<file path="config.mk">
export PLATFORM = sky130hd
export DESIGN_NAME = encoder_angle_speed_position
export DESIGN_NICKNAME = d
export VERILOG_FILES = /design/src/hw/rtl/eas_pkg.sv /design/src/hw/rtl/encoder_angle_speed_position.sv
export SDC_FILE = /design/constraint.sdc
export NUM_CORES = 1
export LEC_CHECK = 0
export ABC_CLOCK_PERIOD_IN_PS = 18050
export BUFFER_PORTS_ARGS = -buffer_cell sky130_fd_sc_hd__buf_2
export CAP_MARGIN = 20
export CORE_MARGIN = 10
export CORE_UTILIZATION = 40
export CTS_BUF_LIST = sky130_fd_sc_hd__clkbuf_2
export CTS_CLUSTER_SIZE = 14
export DETAILED_ROUTE_END_ITERATION = 6
export PLACE_DENSITY = 0.55
export SLEW_MARGIN = 10
export SYNTH_ARGS = -nofsm -noshare
export SYNTH_HDL_FRONTEND = slang
export SYNTH_SLANG_ARGS = --single-unit
</file>
<file path="constraint.sdc">
create_clock -name clk -period 18.05 [get_ports clk]
set_input_delay 0.9025 -clock clk [delete_from_list [all_inputs] [get_ports clk]]
set_output_delay 0.9025 -clock clk [all_outputs]
set_load 0.1 [all_outputs]
</file>
<file path="src/hw/rtl/eas_pkg.sv">
// ----------------------------------------------------------------------------
// eas_pkg: shared types and constants for the encoder angle/speed/position block
// sequencer states, register indexes, clamp limits and register reset values
// ----------------------------------------------------------------------------
package eas_pkg;

	// sequencer states
	typedef enum logic [2:0] {
		ST_IDLE,
		ST_ELEC,
		ST_SPEED,
		ST_FILT,
		ST_WB
	} eas_state_t;

	// configuration register indexes
	localparam logic [1:0] REG_ZERO_OFFSET  = 2'd0;
	localparam logic [1:0] REG_POLE_COUNT   = 2'd1;
	localparam logic [1:0] REG_SAMPLE_RATE  = 2'd2;
	localparam logic [1:0] REG_FILTER_ALPHA = 2'd3;

	// field widths fixed by the interface
	localparam int RAW_W   = 12;
	localparam int PP_W    = 7;
	localparam int RATE_W  = 14;
	localparam int ALPHA_W = 17;
	localparam int ELEC_W  = 18;
	localparam int SPD_W   = 34;
	localparam int POS_W   = 40;
	localparam int CFG_W   = 17;

	// clamp limits
	localparam logic [PP_W-1:0]    PP_MAX    = 7'd64;
	localparam logic [RATE_W-1:0]  RATE_MAX  = 14'd10000;
	localparam logic [ALPHA_W-1:0] ALPHA_MAX = 17'd65536;

	// register reset values
	localparam logic [RAW_W-1:0]   ZERO_OFFSET_RST  = 12'd0;
	localparam logic [PP_W-1:0]    POLE_COUNT_RST   = 7'd1;
	localparam logic [RATE_W-1:0]  SAMPLE_RATE_RST  = 14'd100;
	localparam logic [ALPHA_W-1:0] FILTER_ALPHA_RST = 17'd6554;

	// multi-turn position limits
	localparam logic signed [POS_W-1:0] POS_MAX = {1'b0, {(POS_W-1){1'b1}}};
	localparam logic signed [POS_W-1:0] POS_MIN = {1'b1, {(POS_W-1){1'b0}}};

endpackage

</file>
<file path="src/hw/rtl/encoder_angle_speed_position.sv">
// ----------------------------------------------------------------------------
// encoder_angle_speed_position: encoder angle, filtered speed and turn counter
// one absolute encoder sample in, one angle/speed/position result out
// ----------------------------------------------------------------------------
// Each sample on the s_ side is offset-corrected and wrapped to the mechanical
// angle, multiplied by the pole pairs for the electrical angle (not wrapped),
// and differenced against the previous angle with the change wrapped into plus
// or minus half a turn. The change times the sample rate, in Q8, drives a
// first-order low-pass filter new = old + (alpha*(raw*256 - old))>>>16; the
// change adds to a saturating 40-bit multi-turn position. All three products go
// through one shift-add multiplier that retires one multiplier bit per cycle and
// ends a product once no set multiplier bit is left. s_tready is high only
// while the sequencer is idle; a finished result waits in the output register,
// so the next sample can be taken before it is read. Registers are written
// through the cfg port, which is always ready; write them only while no item
// is in flight.
module encoder_angle_speed_position
	import eas_pkg::*;
#(
	parameter int ANGLE_BITS = 12
) (
	input  logic               clk,
	input  logic               arst_n,
	// configuration write channel
	input  logic               cfg_valid,
	output logic               cfg_ready,
	input  logic [1:0]         cfg_index,
	input  logic [CFG_W-1:0]   cfg_data,
	// sample stream
	input  logic               s_tvalid,
	output logic               s_tready,
	input  logic [15:0]        s_tdata,   // [11:0] encoder count
	// result stream
	output logic               m_tvalid,
	input  logic               m_tready,
	output logic [111:0]       m_tdata    // [11:0] mech_angle, [29:12] elec_pos,
	                                      // [63:30] speed_q8, [103:64] position,
	                                      // [104] position_saturated
);

	localparam int AW  = ANGLE_BITS;   // angle width
	localparam int DW  = AW + 1;       // signed angle change
	localparam int SPW = AW + 23;      // signed speed, change * rate * 256
	localparam int PW  = SPW + 18;     // product of alpha and speed error

	localparam logic signed [AW+1:0] HALF_C = (AW+2)'(2 ** (AW - 1));
	localparam logic signed [AW+1:0] FULL_C = (AW+2)'(2 ** AW);

	// configuration registers
	logic [RAW_W-1:0]   zero_offset_q;
	logic [PP_W-1:0]    pole_count_q;
	logic [RATE_W-1:0]  sample_rate_q;
	logic [ALPHA_W-1:0] filter_alpha_q;

	// sequencer and block state
	eas_state_t              state_q, state_d;
	logic [AW-1:0]           prev_angle_q;
	logic signed [SPW-1:0]   filt_q;
	logic signed [POS_W-1:0] pos_q;

	// working registers of the current item
	logic [AW-1:0]           mech_q;
	logic signed [DW-1:0]    diff_q;
	logic [ELEC_W-1:0]       elec_q;

	// shared shift-add multiplier
	logic signed [PW-1:0]    acc_q;
	logic signed [PW-1:0]    mcand_q;
	logic [ALPHA_W-1:0]      mplier_q;

	// output register
	logic                    out_valid_q;
	logic [RAW_W-1:0]        out_mech_q;
	logic [ELEC_W-1:0]       out_elec_q;
	logic [SPD_W-1:0]        out_speed_q;
	logic signed [POS_W-1:0] out_pos_q;
	logic                    out_sat_q;

	// combinational
	logic                    in_fire;
	logic                    wb_fire;
	logic                    mul_done;
	logic [AW-1:0]           raw_a;
	logic [AW-1:0]           off_a;
	logic [AW-1:0]           mech_d;
	logic signed [AW+1:0]    delta0;
	logic signed [AW+1:0]    delta_w;
	logic signed [DW-1:0]    diff_d;
	logic [PP_W-1:0]         pp_clamp;
	logic [RATE_W-1:0]       rate_clamp;
	logic [ALPHA_W-1:0]      alpha_clamp;
	logic signed [PW-1:0]    mul_add;
	logic signed [SPW-1:0]   target_w;
	logic signed [SPW:0]     err_w;
	logic signed [SPW-1:0]   filt_new;
	logic signed [POS_W:0]   pos_sum;
	logic                    pos_ovf;
	logic signed [POS_W-1:0] pos_new;

	assign cfg_ready = 1'b1;
	assign in_fire   = s_tvalid && s_tready;
	assign mul_done  = (mplier_q == '0);

	// ---------------- angle and change ----------------
	assign raw_a  = AW'({20'd0, s_tdata[RAW_W-1:0]});
	assign off_a  = AW'({20'd0, zero_offset_q});
	assign mech_d = raw_a - off_a;   // wraps modulo one turn
	assign delta0 = signed'({2'b00, mech_d}) - signed'({2'b00, prev_angle_q});

	// wrap the change into plus or minus half a turn, half a turn itself kept
	always_comb begin
		priority if (delta0 > HALF_C) begin
			delta_w = delta0 - FULL_C;
		end else if (delta0 < -HALF_C) begin
			delta_w = delta0 + FULL_C;
		end else begin
			delta_w = delta0;
		end
	end
	assign diff_d = delta_w[DW-1:0];

	// ---------------- register clamps ----------------
	assign pp_clamp    = (pole_count_q > PP_MAX) ? PP_MAX : pole_count_q;
	assign rate_clamp  = (sample_rate_q > RATE_MAX) ? RATE_MAX : sample_rate_q;
	assign alpha_clamp = (filter_alpha_q > ALPHA_MAX) ? ALPHA_MAX : filter_alpha_q;

	// ---------------- multiplier step and stage glue ----------------
	assign mul_add  = mplier_q[0] ? mcand_q : '0;
	// raw speed in q8: change * rate shifted up by eight
	assign target_w = signed'(SPW'(acc_q << 8));
	assign err_w    = signed'({target_w[SPW-1], target_w} - {filt_q[SPW-1], filt_q});
	// arithmetic shift gives the floor of the product over 65536
	assign filt_new = filt_q + signed'(SPW'(acc_q >>> 16));

	// saturating multi-turn position
	assign pos_sum = signed'({pos_q[POS_W-1], pos_q} + {{(POS_W+1-DW){diff_q[DW-1]}}, diff_q});
	assign pos_ovf = (pos_sum[POS_W] != pos_sum[POS_W-1]);
	assign pos_new = pos_ovf ? (pos_sum[POS_W] ? POS_MIN : POS_MAX) : pos_sum[POS_W-1:0];

	// ---------------- sequencer ----------------
	always_comb begin
		state_d = state_q;
		unique case (state_q)
			ST_IDLE:  if (in_fire) state_d = ST_ELEC;
			ST_ELEC:  if (mul_done) state_d = ST_SPEED;
			ST_SPEED: if (mul_done) state_d = ST_FILT;
			ST_FILT:  if (mul_done) state_d = ST_WB;
			ST_WB:    if (wb_fire) state_d = ST_IDLE;
			default:  state_d = ST_IDLE;
		endcase
	end

	always_comb begin
		s_tready = 1'b0;
		wb_fire  = 1'b0;
		unique case (state_q)
			ST_IDLE: s_tready = 1'b1;
			// result goes out when the output register is free or being read
			ST_WB:   wb_fire = !out_valid_q || m_tready;
			default: ;
		endcase
	end

	// ---------------- control and state registers ----------------
	always_ff @(posedge clk or negedge arst_n) begin
		if (!arst_n) begin
			state_q        <= ST_IDLE;
			zero_offset_q  <= ZERO_OFFSET_RST;
			pole_count_q   <= POLE_COUNT_RST;
			sample_rate_q  <= SAMPLE_RATE_RST;
			filter_alpha_q <= FILTER_ALPHA_RST;
			prev_angle_q   <= '0;
			filt_q         <= '0;
			pos_q          <= '0;
			out_valid_q    <= 1'b0;
		end else begin
			state_q <= state_d;
			if (cfg_valid && cfg_ready) begin
				unique case (cfg_index)
					REG_ZERO_OFFSET:  zero_offset_q  <= cfg_data[RAW_W-1:0];
					REG_POLE_COUNT:   pole_count_q   <= cfg_data[PP_W-1:0];
					REG_SAMPLE_RATE:  sample_rate_q  <= cfg_data[RATE_W-1:0];
					REG_FILTER_ALPHA: filter_alpha_q <= cfg_data[ALPHA_W-1:0];
					default: ;
				endcase
			end
			if (wb_fire) begin
				prev_angle_q <= mech_q;
				filt_q       <= filt_new;
				pos_q        <= pos_new;
				out_valid_q  <= 1'b1;
			end else if (m_tready) begin
				out_valid_q <= 1'b0;
			end
		end
	end

	// ---------------- datapath registers ----------------
	always_ff @(posedge clk) begin
		unique case (state_q)
			ST_IDLE: begin
				if (in_fire) begin
					mech_q   <= mech_d;
					diff_q   <= diff_d;
					acc_q    <= '0;
					mcand_q  <= signed'({{(PW-AW){1'b0}}, mech_d});
					mplier_q <= {{(ALPHA_W-PP_W){1'b0}}, pp_clamp};
				end
			end
			ST_ELEC: begin
				if (mul_done) begin
					elec_q   <= acc_q[ELEC_W-1:0];
					acc_q    <= '0;
					mcand_q  <= signed'({{(PW-DW){diff_q[DW-1]}}, diff_q});
					mplier_q <= {{(ALPHA_W-RATE_W){1'b0}}, rate_clamp};
				end else begin
					acc_q    <= acc_q + mul_add;
					mcand_q  <= mcand_q <<< 1;
					mplier_q <= mplier_q >> 1;
				end
			end
			ST_SPEED: begin
				if (mul_done) begin
					acc_q    <= '0;
					mcand_q  <= signed'({{(PW-SPW-1){err_w[SPW]}}, err_w});
					mplier_q <= alpha_clamp;
				end else begin
					acc_q    <= acc_q + mul_add;
					mcand_q  <= mcand_q <<< 1;
					mplier_q <= mplier_q >> 1;
				end
			end
			ST_FILT: begin
				// product stays in the accumulator for write-back
				if (!mul_done) begin
					acc_q    <= acc_q + mul_add;
					mcand_q  <= mcand_q <<< 1;
					mplier_q <= mplier_q >> 1;
				end
			end
			default: ;
		endcase

		if (wb_fire) begin
			out_mech_q  <= RAW_W'({{(32-AW){1'b0}}, mech_q});
			out_elec_q  <= elec_q;
			out_speed_q <= filt_new[SPD_W-1:0];
			out_pos_q   <= pos_new;
			out_sat_q   <= pos_ovf;
		end
	end

	// ---------------- result port ----------------
	assign m_tvalid = out_valid_q;
	assign m_tdata  = {7'd0, out_sat_q, out_pos_q, out_speed_q, out_elec_q, out_mech_q};

	// ---------------- assertions ----------------
	// an accepted sample always starts the electrical-angle product
	a_accept_starts: assert property (@(posedge clk) disable iff (!arst_n)
		in_fire |=> (state_q == ST_ELEC))
		else $error("accepted sample did not start the multiplier");

	// pole pairs are clamped, so the electrical-angle multiplier never exceeds seven bits
	a_elec_mplier: assert property (@(posedge clk) disable iff (!arst_n)
		(state_q == ST_ELEC) |-> (mplier_q[ALPHA_W-1:PP_W] == '0))
		else $error("pole-pair multiplier wider than its clamp");

	// sample rate multiplier fits fourteen bits
	a_speed_mplier: assert property (@(posedge clk) disable iff (!arst_n)
		(state_q == ST_SPEED) |-> (mplier_q[ALPHA_W-1:RATE_W] == '0))
		else $error("sample-rate multiplier wider than its clamp");

	// a new result only appears out of write-back
	a_result_origin: assert property (@(posedge clk) disable iff (!arst_n)
		$rose(m_tvalid) |-> $past(state_q == ST_WB))
		else $error("result raised outside write-back");

	// a saturated sample reports a position at one of its limits
	a_sat_limit: assert property (@(posedge clk) disable iff (!arst_n)
		(m_tvalid && out_sat_q) |-> (out_pos_q == POS_MAX || out_pos_q == POS_MIN))
		else $error("saturation flag without position at a limit");

endmodule
</file>
# Word-level counts from Yosys, hierarchy flattened
# Index checks and enable logic that the tools add are counted.
[op_classes]
eq_ne = 14
muxes = 32
reduce_logical = 19
add_sub_neg = 8
n_lt_le_gt_ge = 5
[ops]
columns = ["operator", "n"]
rows = [
  ["two-way mux 53 bit", 8],
  ["one-hot mux 53 bit (4 select lines)", 1],
  ["one-hot mux 53 bit (3 select lines)", 1],
  ["two-way mux 40 bit", 2],
  ["two-way mux 17 bit", 4],
  ["one-hot mux 17 bit (4 select lines)", 1],
  ["adder 53 bit", 1],
  ["adder 40 x 13 -> 41 bit", 1],
  ["subtractor 35 x 35 -> 36 bit", 1],
  ["adder 35 bit", 1],
  ["two-way mux 13 bit", 2],
  ["greater-than comparator 17 bit (second input constant)", 1],
  ["logical NOT 17 bit", 1],
  ["two-way mux 16 bit", 1],
  ["two-way mux 3 bit", 5],
  ["one-hot mux 3 bit (5 select lines)", 1],
  ["greater-than comparator 14 bit (second input constant)", 1],
  ["two-way mux 14 bit", 1],
  ["adder 13 bit (second input constant)", 1],
  ["greater-than comparator 13 bit (second input constant)", 1],
  ["< comparator 13 x 12 -> 1 bit (second input constant)", 1],
  ["subtractor 12 x 12 -> 13 bit", 1],
  ["subtractor 13 bit (second input constant)", 1],
  ["!= test 2 bit (second input constant)", 6],
  ["other kinds (22)", 33],
]
[word_totals]
word_cells = 98
inputBits = 40
reg_bits = 412
output_inout_bits = 115

# Longest topological paths before layout
# Gate-level depths: netlist (run 1).
[depth]
ltp_word = 5
ltp_mapped = 21
ltp_nobuf = 21

# Least setup slack after synthesis (run 1)
# No wires, ideal clock.
[synth_path]
path_kind = "register to register"
startpoint = "reg state_q[0]"
endpoint = "reg mcand_q[0] (enable)"
n_path_buf = 2
synth_period_minus_slack_ps = 6952
required_time_ps = 17433
setup_time_ps = 617
path_slack_ps = 11098
arrival_ps = 6335
path_stages_with_launch = 4
cell_sequence = "dfrtp_1 -> clkbuf_1 -> clkbuf_1 -> a311oi_1"
[synth_via]
elab_chain_len = 5
[synth_lines]
columns = ["element", "line_no", "text"]
rows = [
  ["start: declaration", "encoder_angle_speed_position.sv:56", "eas_state_t state_q, state_d;"],
  ["start signal: assignment", "encoder_angle_speed_position.sv:177", "state_q <= state_d;"],
  ["logical NOT 3 bit", "encoder_angle_speed_position.sv:156, encoder_angle_speed_position.sv:200", ""],
  ["two-way mux 1 bit", "encoder_angle_speed_position.sv:156", "unique case (state_q)"],
  ["logical AND 1 bit", "encoder_angle_speed_position.sv:101", "assign in_fire = s_tvalid && s_tready;"],
  ["!= test 2 bit (no source line)", "n/a", ""],
  ["AND reduction 3 bit (no source line) *", "n/a", ""],
  ["end signal: assignment", "encoder_angle_speed_position.sv:206", "mcand_q <= signed'({{(PW-AW){1'b0}}, mech_d});"],
  ["end signal: assignment", "encoder_angle_speed_position.sv:214", "mcand_q <= signed'({{(PW-DW){diff_q[DW-1]}}, diff_q});"],
  ["end signal: assignment", "encoder_angle_speed_position.sv:218", "mcand_q <= mcand_q <<< 1;"],
  ["end: declaration", "encoder_angle_speed_position.sv:68", "logic signed [PW-1:0] mcand_q;"],
]
# Every way passes the cells marked *; elsewhere a longest branch is shown, timed or not.
# A chain may end at the register's enable or synchronous reset.

# Worst setup path after layout (run 1)
[layout_path]
startpoint = "reg mplier_q[0]"
endpoint = "reg acc_q[50] (data pin)"
[layout_via]
elab_chain_len = 4
[layout_lines]
columns = ["element", "line_no", "text"]
rows = [
  ["start: declaration", "encoder_angle_speed_position.sv:69", "logic [ALPHA_W-1:0] mplier_q;"],
  ["start signal: assignment", "encoder_angle_speed_position.sv:207", "mplier_q <= {{(ALPHA_W-PP_W){1'b0}}, pp_clamp};"],
  ["start signal: assignment", "encoder_angle_speed_position.sv:215", "mplier_q <= {{(ALPHA_W-RATE_W){1'b0}}, rate_clamp};"],
  ["start signal: assignment", "encoder_angle_speed_position.sv:219", "mplier_q <= mplier_q >> 1;"],
  ["two-way mux 53 bit", "encoder_angle_speed_position.sv:128", "assign mul_add = mplier_q[0] ? mcand_q : '0;"],
  ["adder 53 bit", "encoder_angle_speed_position.sv:217, encoder_angle_speed_position.sv:228, encoder_angle_speed_position.sv:236", ""],
  ["two-way mux 53 bit (on tied branches)", "encoder_angle_speed_position.sv:235, encoder_angle_speed_position.sv:211, encoder_angle_speed_position.sv:223", ""],
  ["one-hot mux 53 bit (3 select lines) *", "encoder_angle_speed_position.sv:200", "unique case (state_q)"],
  ["end signal: assignment", "encoder_angle_speed_position.sv:217", "acc_q <= acc_q + mul_add;"],
  ["end signal: assignment", "encoder_angle_speed_position.sv:228", "acc_q <= acc_q + mul_add;"],
  ["end signal: assignment", "encoder_angle_speed_position.sv:236", "acc_q <= acc_q + mul_add;"],
  ["end: declaration", "encoder_angle_speed_position.sv:67", "logic signed [PW-1:0] acc_q;"],
]
# Every way passes the cells marked *; elsewhere a longest branch is shown, timed or not. The select of a mux whose other input is x is not followed.

==> results of run 1 <==
path summary, 6_finish.rpt:
kind,endpoint,cells past startpoint
worst max-delay path,acc_q[50],14
worst min register to register,out_elec_q[13],0
max in group asynchronous,prev_angle_q[11],3
worst min-delay path,off_a[10],5
min in group asynchronous,filt_q[20],2
worst max register to register,acc_q[50],14
placed cells by master, fill, tap and decap left out, types with 50 or more instances in the layout:
cell type	count
edfxtp_1	267
nand2_1	255
a21oi_1	206
nor2_1	185
ha_1	175
clkbuf_2	169
o21ai_0	153
buf_2	141
dfrtp_1	130
inv_1	124
a21o_1	102
xnor2_1	87
and2_1	67
nor3_1	55
mux2_2	52
xor2_1	50
registers in the layout, indices dropped and copies added, names as in the netlist, 18 cells and up:
| name | count |
|---|---|
| acc_q | 51 |
| elec_q | 18 |
| filt_q | 35 |
| mcand_q | 51 |
| out_elec_q | 18 |
| out_pos_q | 40 |
| out_speed_q | 34 |
| pos_q | 40 |
worst min-delay path, delay by kind of cell:
kind,cells,cell delay (ns)
AOI/OAI and AO/OA,1,0.06
buffers and inverters,2,0.30
and+or+nand+nor,2,0.13
metrics by stage:
step           hold slack (ns)  power [mW]  instances  utilization, %  cell area (sq um)
2_1_floorplan            0.400        3.00       2570               -              25600
4_1_cts                  0.104        4.27       3708            44.9              28400
3_3_place_gp             0.404        3.51       3478            42.9              27100
5_1_grt                  0.131        4.58       3713            44.9              28400
6_report                 0.249        4.25       3713            44.9              28400
3_5_place_dp             0.405        3.54       3478            42.9              27100
area by class of cell:
cell class / count / area share [%]
Timing Repair Buffer: 185 / 3.84
Clock inverter: 41 / 0.798
Multi-Input combinational cell: 1934 / 46.2
Tap cell: 846 / 3.73
Inverter: 125 / 1.67
Antenna cell: 5 / 0.0441
Clock buffer: 169 / 2.98
Sequential cell: 408 / 40.7
kinds of logic after synthesis:
kind of cell             share of synthesized area (%)
flip-flops                                        45.1
multiplexers                                      2.56
other                                           0.0293
XOR/XNOR                                          4.79
adder cells (fa/ha/maj)                           9.11
AND/OR/NAND/NOR                                   14.5
AO/OA/AOI/OAI                                     19.9
buffers and inverters                             4.00
power breakdown:
group,total [mW],internal [mW],switching (mW)
combinational,2.07,0.768,1.30
clock,0.698,0.282,0.415
sequential,1.48,1.31,0.176
total,4.25,2.36,1.89
metal layers:
metal,routed length (um),GRT usage [%]
met4,1910,6.37
met3,4180,3.71
met1,35200,27.1
met5,7,0
met2,32700,30.2
what timing repair did:
| action | 4_1_cts | 5_1_grt |
|---|---|---|
| gates resized for setup | 0 | 0 |
| hold buffers | 20 | 0 |
| endpoints found under the hold margin | 116 | 0 |
==> impl_metrics.py, run 1 <==
metrics = {
    "clock_network": {
        "clock_path_buffers": 3,
        "cts-root-buf": "clkbuf_2",
        "clkTransAtPathRegs_ns": 0.12,
        "clk_latency_ns": 1.20,
        "htree_levels": 3,
        "cts_inserted_buffers": 112,
        "cts_tree": "built",
        "cts.sinks": 408,
        "cts_setup_buffers": 0,
    },
    "worst_setup_path": {
        "crit_start": "mplier_q[0]",
        "crit_path_top_delay_cell": "nor4b_2",
        "path_cells": "buf_4, and2_1, ha_1, inv_1, fa_1, nor2b_1, o31a_1, o21a_1, nor3_1, nor4b_2, o211ai_1, a2111oi_0, or3_1, a21oi_1",
        "critPathRequiredTime_ns": 18.94,
        "worstSetupEndpointType": "flop",
        "r2r_slack_ns": 13.53,
        "r2r-start": "mplier_q[0]",
        "cp-start-kind": "flop",
        "crit_buf_inv": 2,
        "worstPathMaxFanout": 52,
        "slowest_delay_ns": 0.67,
        "worstPathArrival_ns": 5.41,
        "worstSetupPathType": "reg -> reg",
        "crit_family": "simple AND/OR/NAND/NOR gates",
    },
    "routing": {
        "ant_nets": 0,
        "vias": 20556,
        "viasPerCell": 5.54,
        "wl_um": 74000,
        "first_iter_violations": 1451,
        "wire_per_inst_um": 19.9,
        "first_pass_iters": 7,
        "drc_errors": 0,
    },
    "placed_design": {
        "io_buffers": 142,
        "gp_congestion": 0.919,
        "dpl_worst_slack_ns": 13.00,
        "place_hpwl_um": 54900,
    },
    "synth": {
        "synth_cells": 2564,
        "yosysWarnings": 0,
        "yosys-top-cells-count": "267 x edfxtp_1, 255 x nand2_1, 206 x a21oi_1",
        "yosysMostFrequentCell": "edfxtp_1",
        "synth_area_sq_um": 25600,
        "synth_cell_types": 104,
        "synth_top_area_share_pct": 31.3,
        "ys_async_sr_fraction_pct": 34.6,
        "ys_seq_area_share_pct": 45.1,
        "synth_edf_count": 267,
        "postSynthAreaPerCell_sq_um": 9.99,
        "ys.flop_type": "edfxtp_1",
        "synth_area_leaders": "edfxtp_1 31%, dfrtp_1 13%, ha_1 8.5%, a21oi_1 4.0%, nand2_1 3.7%",
        "ys_ff_latch": 408,
        "synth_top_area_cell": "edfxtp_1",
    },
    "timing": {
        "skew_ns": 0.110,
        "drv_slew": 0,
        "setup_tns_ns": 0,
        "fmax_mhz": 221,
        "finalHoldViolations": 0,
        "setup_viol": 0,
        "finalCritPeriodShare_pct": 25.0,
        "worst_pin_slew_ns": 1.05,
        "setup_ws_ns": 13.53,
        "fin_crit_ns": 4.52,
        "rsz0062_at_grt": "false",
        "relSlewSlack_pct": 29.4,
    },
    "layout": {
        "fillCellCount": 6176,
        "drive_gt1_share_pct": 16.4,
        "regArea_sq_um": 11600,
        "layout.nets": 2986,
        "multi_input_area_sq_um": 13100,
        "areaGrowthSynthToFinish_pct": 10.8,
    },
    "min_path": {
        "hold_start": "cfg_index[0]",
        "hp-class": "in -> reg",
    },
    "floorplan": {
        "rows": 92,
        "die_w_um": 273,
        "design.core.area_sq_um": 63200,
        "io-pin-count": 155,
        "start_util_pct": 40.5,
        "fp.dieH_um": 273,
        "die-area_sq_um": 74600,
    },
    "power": {
        "powerDensity_nw_per_um2": 150,
        "leakagePower_nw": 12.4,
        "vdd_drop_max_mv": 0.0866,
    },
    "global_route": {
        "grt_pass1_vias": 20343,
        "grt_max_degree": 80,
        "gr-usage-all-layers_pct": 19.5,
        "gr-total-overflow": 0,
        "grt_pass1_wl_um": 116000,
        "antenna_found_initial": 3,
    },
    "run": {
        "cap_viol_max_count": 0,
    },
    "outcome": {
        "status": "finished clean",
    },
}
No activity file was read; power rests on OpenSTA's default activity.
==> inputs of run 2 (changes only) <==
Settings changed: ABC_CLOCK_PERIOD_IN_PS 18050 to 4450.
Clock period 18.05 ns to 4.45 ns, I/O delays scaled along.
==> impl_metrics.py, run 2 (same netlist as run 1, synthesis figures left out) <==
metrics = {
    "routing": {
        "drc_errors": 0,
        "first_pass_iters": 6,
        "ant_nets": 0,
        "wire_per_inst_um": 20.0,
        "viasPerCell": 5.53,
        "vias": 20969,
        "first_iter_violations": 1576,
        "wl_um": 76000,
    },
    "floorplan": {
        "die_w_um": 273,
        "die-area_sq_um": 74600,
        "fp.dieH_um": 273,
        "io-pin-count": 155,
        "start_util_pct": 40.5,
        "rows": 92,
        "design.core.area_sq_um": 63200,
    },
    "worst_setup_path": {
        "worstPathArrival_ns": 5.21,
        "worstPathMaxFanout": 3,
        "worstSetupEndpointType": "flop",
        "critPathRequiredTime_ns": 5.46,
        "path_cells": "ha_1, inv_1, fa_2, xor2_1, dlygate4sd3_1, buf_4, ha_4, a21o_1, a21oi_2, xnor2_1, nor2_1, or4b_1, or4_1, nor4_2, a211oi_1",
        "cp-start-kind": "flop",
        "crit_path_top_delay_cell": "dlygate4sd3_1",
        "slowest_delay_ns": 0.56,
        "worstSetupPathType": "reg -> reg",
    },
    "timing": {
        "rsz0062_at_grt": "false",
        "drv_slew": 0,
        "skew_ns": 0.162,
        "setup_viol": 0,
        "relSlewSlack_pct": 25.9,
        "fmax_mhz": 238,
        "finalHoldViolations": 0,
        "fin_crit_ns": 4.20,
        "setup_tns_ns": 0,
        "worst_pin_slew_ns": 1.11,
        "finalCritPeriodShare_pct": 94.4,
    },
    "power": {
        "vdd_drop_max_mv": 0.254,
        "leakagePower_nw": 12.8,
        "powerDensity_nw_per_um2": 604,
    },
    "clock_network": {
        "cts_setup_buffers": 0,
        "cts_inserted_buffers": 112,
        "cts.sinks": 408,
        "cts-root-buf": "clkbuf_2",
        "clk_latency_ns": 1.26,
        "clkTransAtPathRegs_ns": 0.11,
        "cts_tree": "built",
        "clock_path_buffers": 3,
        "htree_levels": 3,
    },
    "layout": {
        "drive_gt1_share_pct": 16.6,
        "final_common_cell": "edfxtp_1",
        "layout.nets": 3068,
        "multi_input_area_sq_um": 13200,
        "final_util_pct": 46.4,
        "largestRegisters": "acc_q: 51 flops, mcand_q: 51 flops",
        "areaGrowthSynthToFinish_pct": 14.4,
        "fillCellCount": 6047,
        "final_cell_mix": "267 x edfxtp_1, 255 x nand2_1, 204 x a21oi_1",
        "regArea_sq_um": 11600,
    },
    "global_route": {
        "grt_pass1_vias": 21026,
        "antenna_found_initial": 2,
        "grt_pass1_wl_um": 119000,
        "gr-usage-all-layers_pct": 20.1,
        "gr-total-overflow": 0,
        "grt_max_degree": 80,
    },
    "placed_design": {
        "place_hpwl_um": 56100,
        "gp_congestion": 0.900,
        "io_buffers": 142,
    },
    "run": {
        "cap_viol_max_count": 0,
    },
    "outcome": {
        "status": "finished clean",
    },
    "min_path": {
        "hp-class": "in -> reg",
    },
}
==> run 2: changes by cell type in the layout (fill, tap and decap cells not counted), moves of 2 or more <==
| cell | delta |
|---|---|
| diode_2 | -4 |
| clkinv_1 | +10 |
| clkbuf_2 | -16 |
| a21oi_1 | -2 |
| clkinv_2 | +4 |
| a21oi_2 | +2 |
| dlygate4sd3_1 | +60 |
| ha_1 | -2 |
| buf_4 | +19 |
| bufinv_16 | +3 |
| inv_6 | +2 |
==> run 2: critical path, delay by kind of cell (launching register included) <==
family,cells,cell delay (ns)
AND/OR/NAND/NOR,4,1.33
buffers and inverters,3,0.80
adder cells (fa/ha/maj),3,0.73
XOR/XNOR,2,0.28
flip-flops,1,0.36
AO/OA/AOI/OAI,3,0.47
==> run 2: path summary, 6_finish.rpt <==
check	endpoint	start	slack (ns)	cells after the start
setup reg to reg	diff_q[12]	off_a[0]	0.25	15
setup / recovery	diff_q[12]	off_a[0]	0.25	15
hold / removal	pole_count_q[1]	cfg_index[0]	0.15	4
min in group asynchronous	filter_alpha_q[6]	arst_n	0.19	4
max in group asynchronous	prev_angle_q[2]	arst_n	3.74	4
hold reg to reg	out_elec_q[13]	elec_q[13]	0.42	0
==> run 2: where the power goes <==
group          switching, mW  internal, mW  total (mW)
combinational           5.39          3.29        8.68
sequential             0.712          5.31        6.02
clock                   1.74          1.27        3.00
==> run 2: metal layers <==
metal  part of all wire [%]  global-route usage [%]  vias to the layer above
met3                    5.5                    3.41                       91
met1                     47                    27.7                    10176
met4                    2.2                    6.47                        2
met5                 0.0092                       0                        -
li1                       -                       -                    10098
met2                     45                    31.6                      602
==> run 2: area by class of cell <==
| cell class | instances | area share (%) |
|---|---|---|
| Inverter | 125 | 1.62 |
| Timing Repair Buffer | 267 | 6.47 |
| Sequential cell | 408 | 39.5 |
| Antenna cell | 1 | 0.00854 |
| Clock inverter | 59 | 1.32 |
| Clock buffer | 153 | 2.61 |
| Multi-Input combinational cell | 1934 | 44.9 |
| Tap cell | 846 | 3.61 |
==> run 2: stage by stage <==
| stage | instances | setup WS, ns | hold WS [ns] | power [mW] | area, sq um |
|---|---|---|---|---|---|
| floorplan | 2570 | 0.285 | -0.0731 | 12.2 | 25700 |
| CTS | 3791 | 0.154 | 0.00159 | 17.7 | 29200 |
| detailed placement | 3498 | 0.207 | 0.381 | 14.5 | 27300 |
| global placement | 3498 | 0.252 | 0.372 | 14.4 | 27300 |
| global route | 3793 | 0.0203 | 0.137 | 19.0 | 29300 |
| finish | 3793 | 0.249 | 0.152 | 17.7 | 29300 |
==> run 2: what timing repair did <==
item	in CTS	in global routing
hold buffers	81	0
endpoints found under the hold margin	333	0
setup endpoints to repair	0	1
resized for setup	0	10
==> inputs of run 3 (changes only) <==
Settings changed: CORE_MARGIN 10 to 4, SKIP_CTS_REPAIR_TIMING set to 1.
==> impl_metrics.py, run 3 (same netlist as run 1, synthesis figures left out) <==
metrics = {
    "floorplan": {
        "fp.dieH_um": 261,
        "rows": 92,
        "start_util_pct": 40.5,
        "design.core.area_sq_um": 63200,
        "die_w_um": 261,
        "die-area_sq_um": 68200,
        "io-pin-count": 155,
    },
    "routing": {
        "first_pass_iters": 7,
        "first_iter_violations": 1736,
        "vias": 20927,
        "drc_errors": 0,
        "wire_per_inst_um": 19.9,
        "ant_nets": 0,
        "wl_um": 75300,
        "viasPerCell": 5.52,
    },
    "power": {
        "swShare_pct": 44.6,
        "vdd_drop_max_mv": 0.279,
        "powerDensity_nw_per_um2": 600,
        "seq_power_share_pct": 34.5,
        "p_sw_mw": 7.80,
        "p_clk_share_pct": 15.9,
        "comb_power_share_pct": 49.6,
        "intPower_mw": 9.67,
        "leakagePower_nw": 12.8,
    },
    "timing": {
        "skew_ns": 0.178,
        "rsz0062_at_grt": "false",
        "finalHoldViolations": 0,
        "finalCritPeriodShare_pct": 94.5,
        "fmax_mhz": 238,
        "relSlewSlack_pct": 40.2,
        "setup_tns_ns": 0,
        "drv_slew": 0,
        "setup_viol": 0,
        "fin_crit_ns": 4.20,
        "setup_ws_ns": 0.245,
        "worst_pin_slew_ns": 0.894,
    },
    "clock_network": {
        "cts_inserted_buffers": 112,
        "cts.sinks": 408,
        "htree_levels": 3,
        "cts_tree": "built",
        "clkTransAtPathRegs_ns": 0.11,
        "clk_latency_ns": 1.25,
        "cts-root-buf": "clkbuf_2",
        "clock_path_buffers": 3,
    },
    "worst_setup_path": {
        "r2r-start": "off_a[0]",
        "cp_common_cell": "o21bai_1",
        "r2r_slack_ns": 0.25,
        "worstSetupPathType": "reg -> reg",
        "cp-start-kind": "flop",
        "worstPathMaxFanout": 5,
        "worstSetupEndpointType": "flop",
        "worstPathArrival_ns": 5.16,
        "r2r_end": "diff_q[12]",
        "critPathRequiredTime_ns": 5.41,
        "slowest_delay_ns": 0.40,
        "path_cells": "ha_1, inv_1, fa_1, a21o_1, a21oi_2, o21bai_1, a21oi_2, o21bai_1, a21oi_1, o21bai_1, a21oi_1, xnor2_1, ha_1, inv_1, nor3_1, a31oi_1, a21boi_0, o311ai_0, nor4_1, a211oi_1",
        "crit_path_top_delay_cell": "fa_1",
        "r2r_cells": 20,
    },
    "placed_design": {
        "place_hpwl_um": 55300,
        "dpl_worst_slack_ns": 0.183,
        "gp_congestion": 0.929,
        "io_buffers": 142,
    },
    "global_route": {
        "grt_pass1_vias": 20174,
        "gr-usage-all-layers_pct": 21.4,
        "gr-total-overflow": 0,
        "antenna_found_initial": 3,
        "grt_pass1_wl_um": 116000,
        "grt_max_degree": 89,
    },
    "layout": {
        "areaGrowthSynthToFinish_pct": 13.7,
        "final_cell_mix": "267 x edfxtp_1, 255 x nand2_1, 204 x a21oi_1",
        "fillCellCount": 6085,
        "layout.nets": 3061,
        "drive_gt1_share_pct": 16.9,
        "final_common_cell": "edfxtp_1",
        "largestRegisters": "acc_q: 51 flops, mcand_q: 51 flops",
    },
    "run": {
        "cap_viol_max_count": 0,
    },
    "min_path": {
        "hold_start": "cfg_index[0]",
        "hp-class": "in -> reg",
        "min_path_cells": 5,
        "hold_end": "off_a[7]",
    },
    "outcome": {
        "status": "finished clean",
    },
}
-- run 3: changes by cell type in the layout (fill, tap and decap cells not counted), moves of 2 or more --
cell | previous run | this run
clkbuf_2 | 153 | 170
clkinv_1 | 41 | 28
dlygate4sd3_1 | 80 | 72
diode_2 | 1 | 8
bufinv_16 | 5 | 1
inv_6 | 4 | 1
clkinv_2 | 8 | 6
clkinvlp_4 | 0 | 2
ha_1 | 173 | 175
inv_2 | 0 | 2
-- run 3: how the worst max path moves through the flow --
stage	from	to	slack, ns	cells past startpoint
floorplan	state_q[0]	diff_q[0]	0.28	4
finish	off_a[0]	diff_q[12]	0.25	20
CTS	off_a[0]	diff_q[12]	0.14	17
global route	off_a[0]	diff_q[12]	0.05	17
detailed placement	s_tdata[0]	diff_q[12]	0.18	19
global placement	s_tdata[0]	diff_q[12]	0.28	22
-- run 3: layout make-up --
cell class	instances	area (sq um)	area share, %
inverter	125	474	1.63
clock inverter	41	205	0.704
timing repair buffer	260	1850	6.34
antenna	8	20.0	0.0687
multi-input combinational	1934	13100	45.0
clock buffer	170	851	2.92
sequential	408	11600	39.7
tap	846	1060	3.63
-- run 3: layer usage --
metal	up-vias	wire [um]	global-route usage, %	share of wire, %
met5	-	0	0	0
met4	0	1830	6.10	2.4
met3	119	4260	3.63	5.7
met2	652	33600	33.2	45
met1	10062	35600	31.1	47
li1	10094	-	-	-
-- run 3: critical path, delay by kind of cell (launching register included) --
family	cells	cell delay (ns)
AO/OA/AOI/OAI	12	1.99
AND/OR/NAND/NOR	2	0.39
XOR/XNOR	1	0.16
flip-flops	1	0.36
buffers and inverters	2	0.18
adder cells (fa/ha/maj)	3	0.88
-- run 3: through the flow --
stage | area, sq um | utilization (%) | total power [mW] | std cells | hold slack (ns)
finish | 29100 | 46.1 | 17.5 | 3792 | 0.128
detailed placement | 27300 | 43.2 | 14.5 | 3499 | 0.405
floorplan | 25700 | - | 12.2 | 2570 | -0.0731
global route | 29100 | 46.1 | 18.8 | 3792 | 0.0292
CTS | 28300 | 44.8 | 17.4 | 3710 | -0.968
global placement | 27300 | 43.2 | 14.4 | 3499 | 0.393
-- run 3: power groups by stage --
stage	combinational [mW]	clock (mW)	sequential [mW]
5_1_grt	9.60	3.11	6.09
4_1_cts	8.51	2.90	6.01
3_3_place_gp	8.32	0	6.09
3_5_place_dp	8.45	0	6.10
6_report	8.66	2.78	6.03
2_1_floorplan	6.41	0	5.75
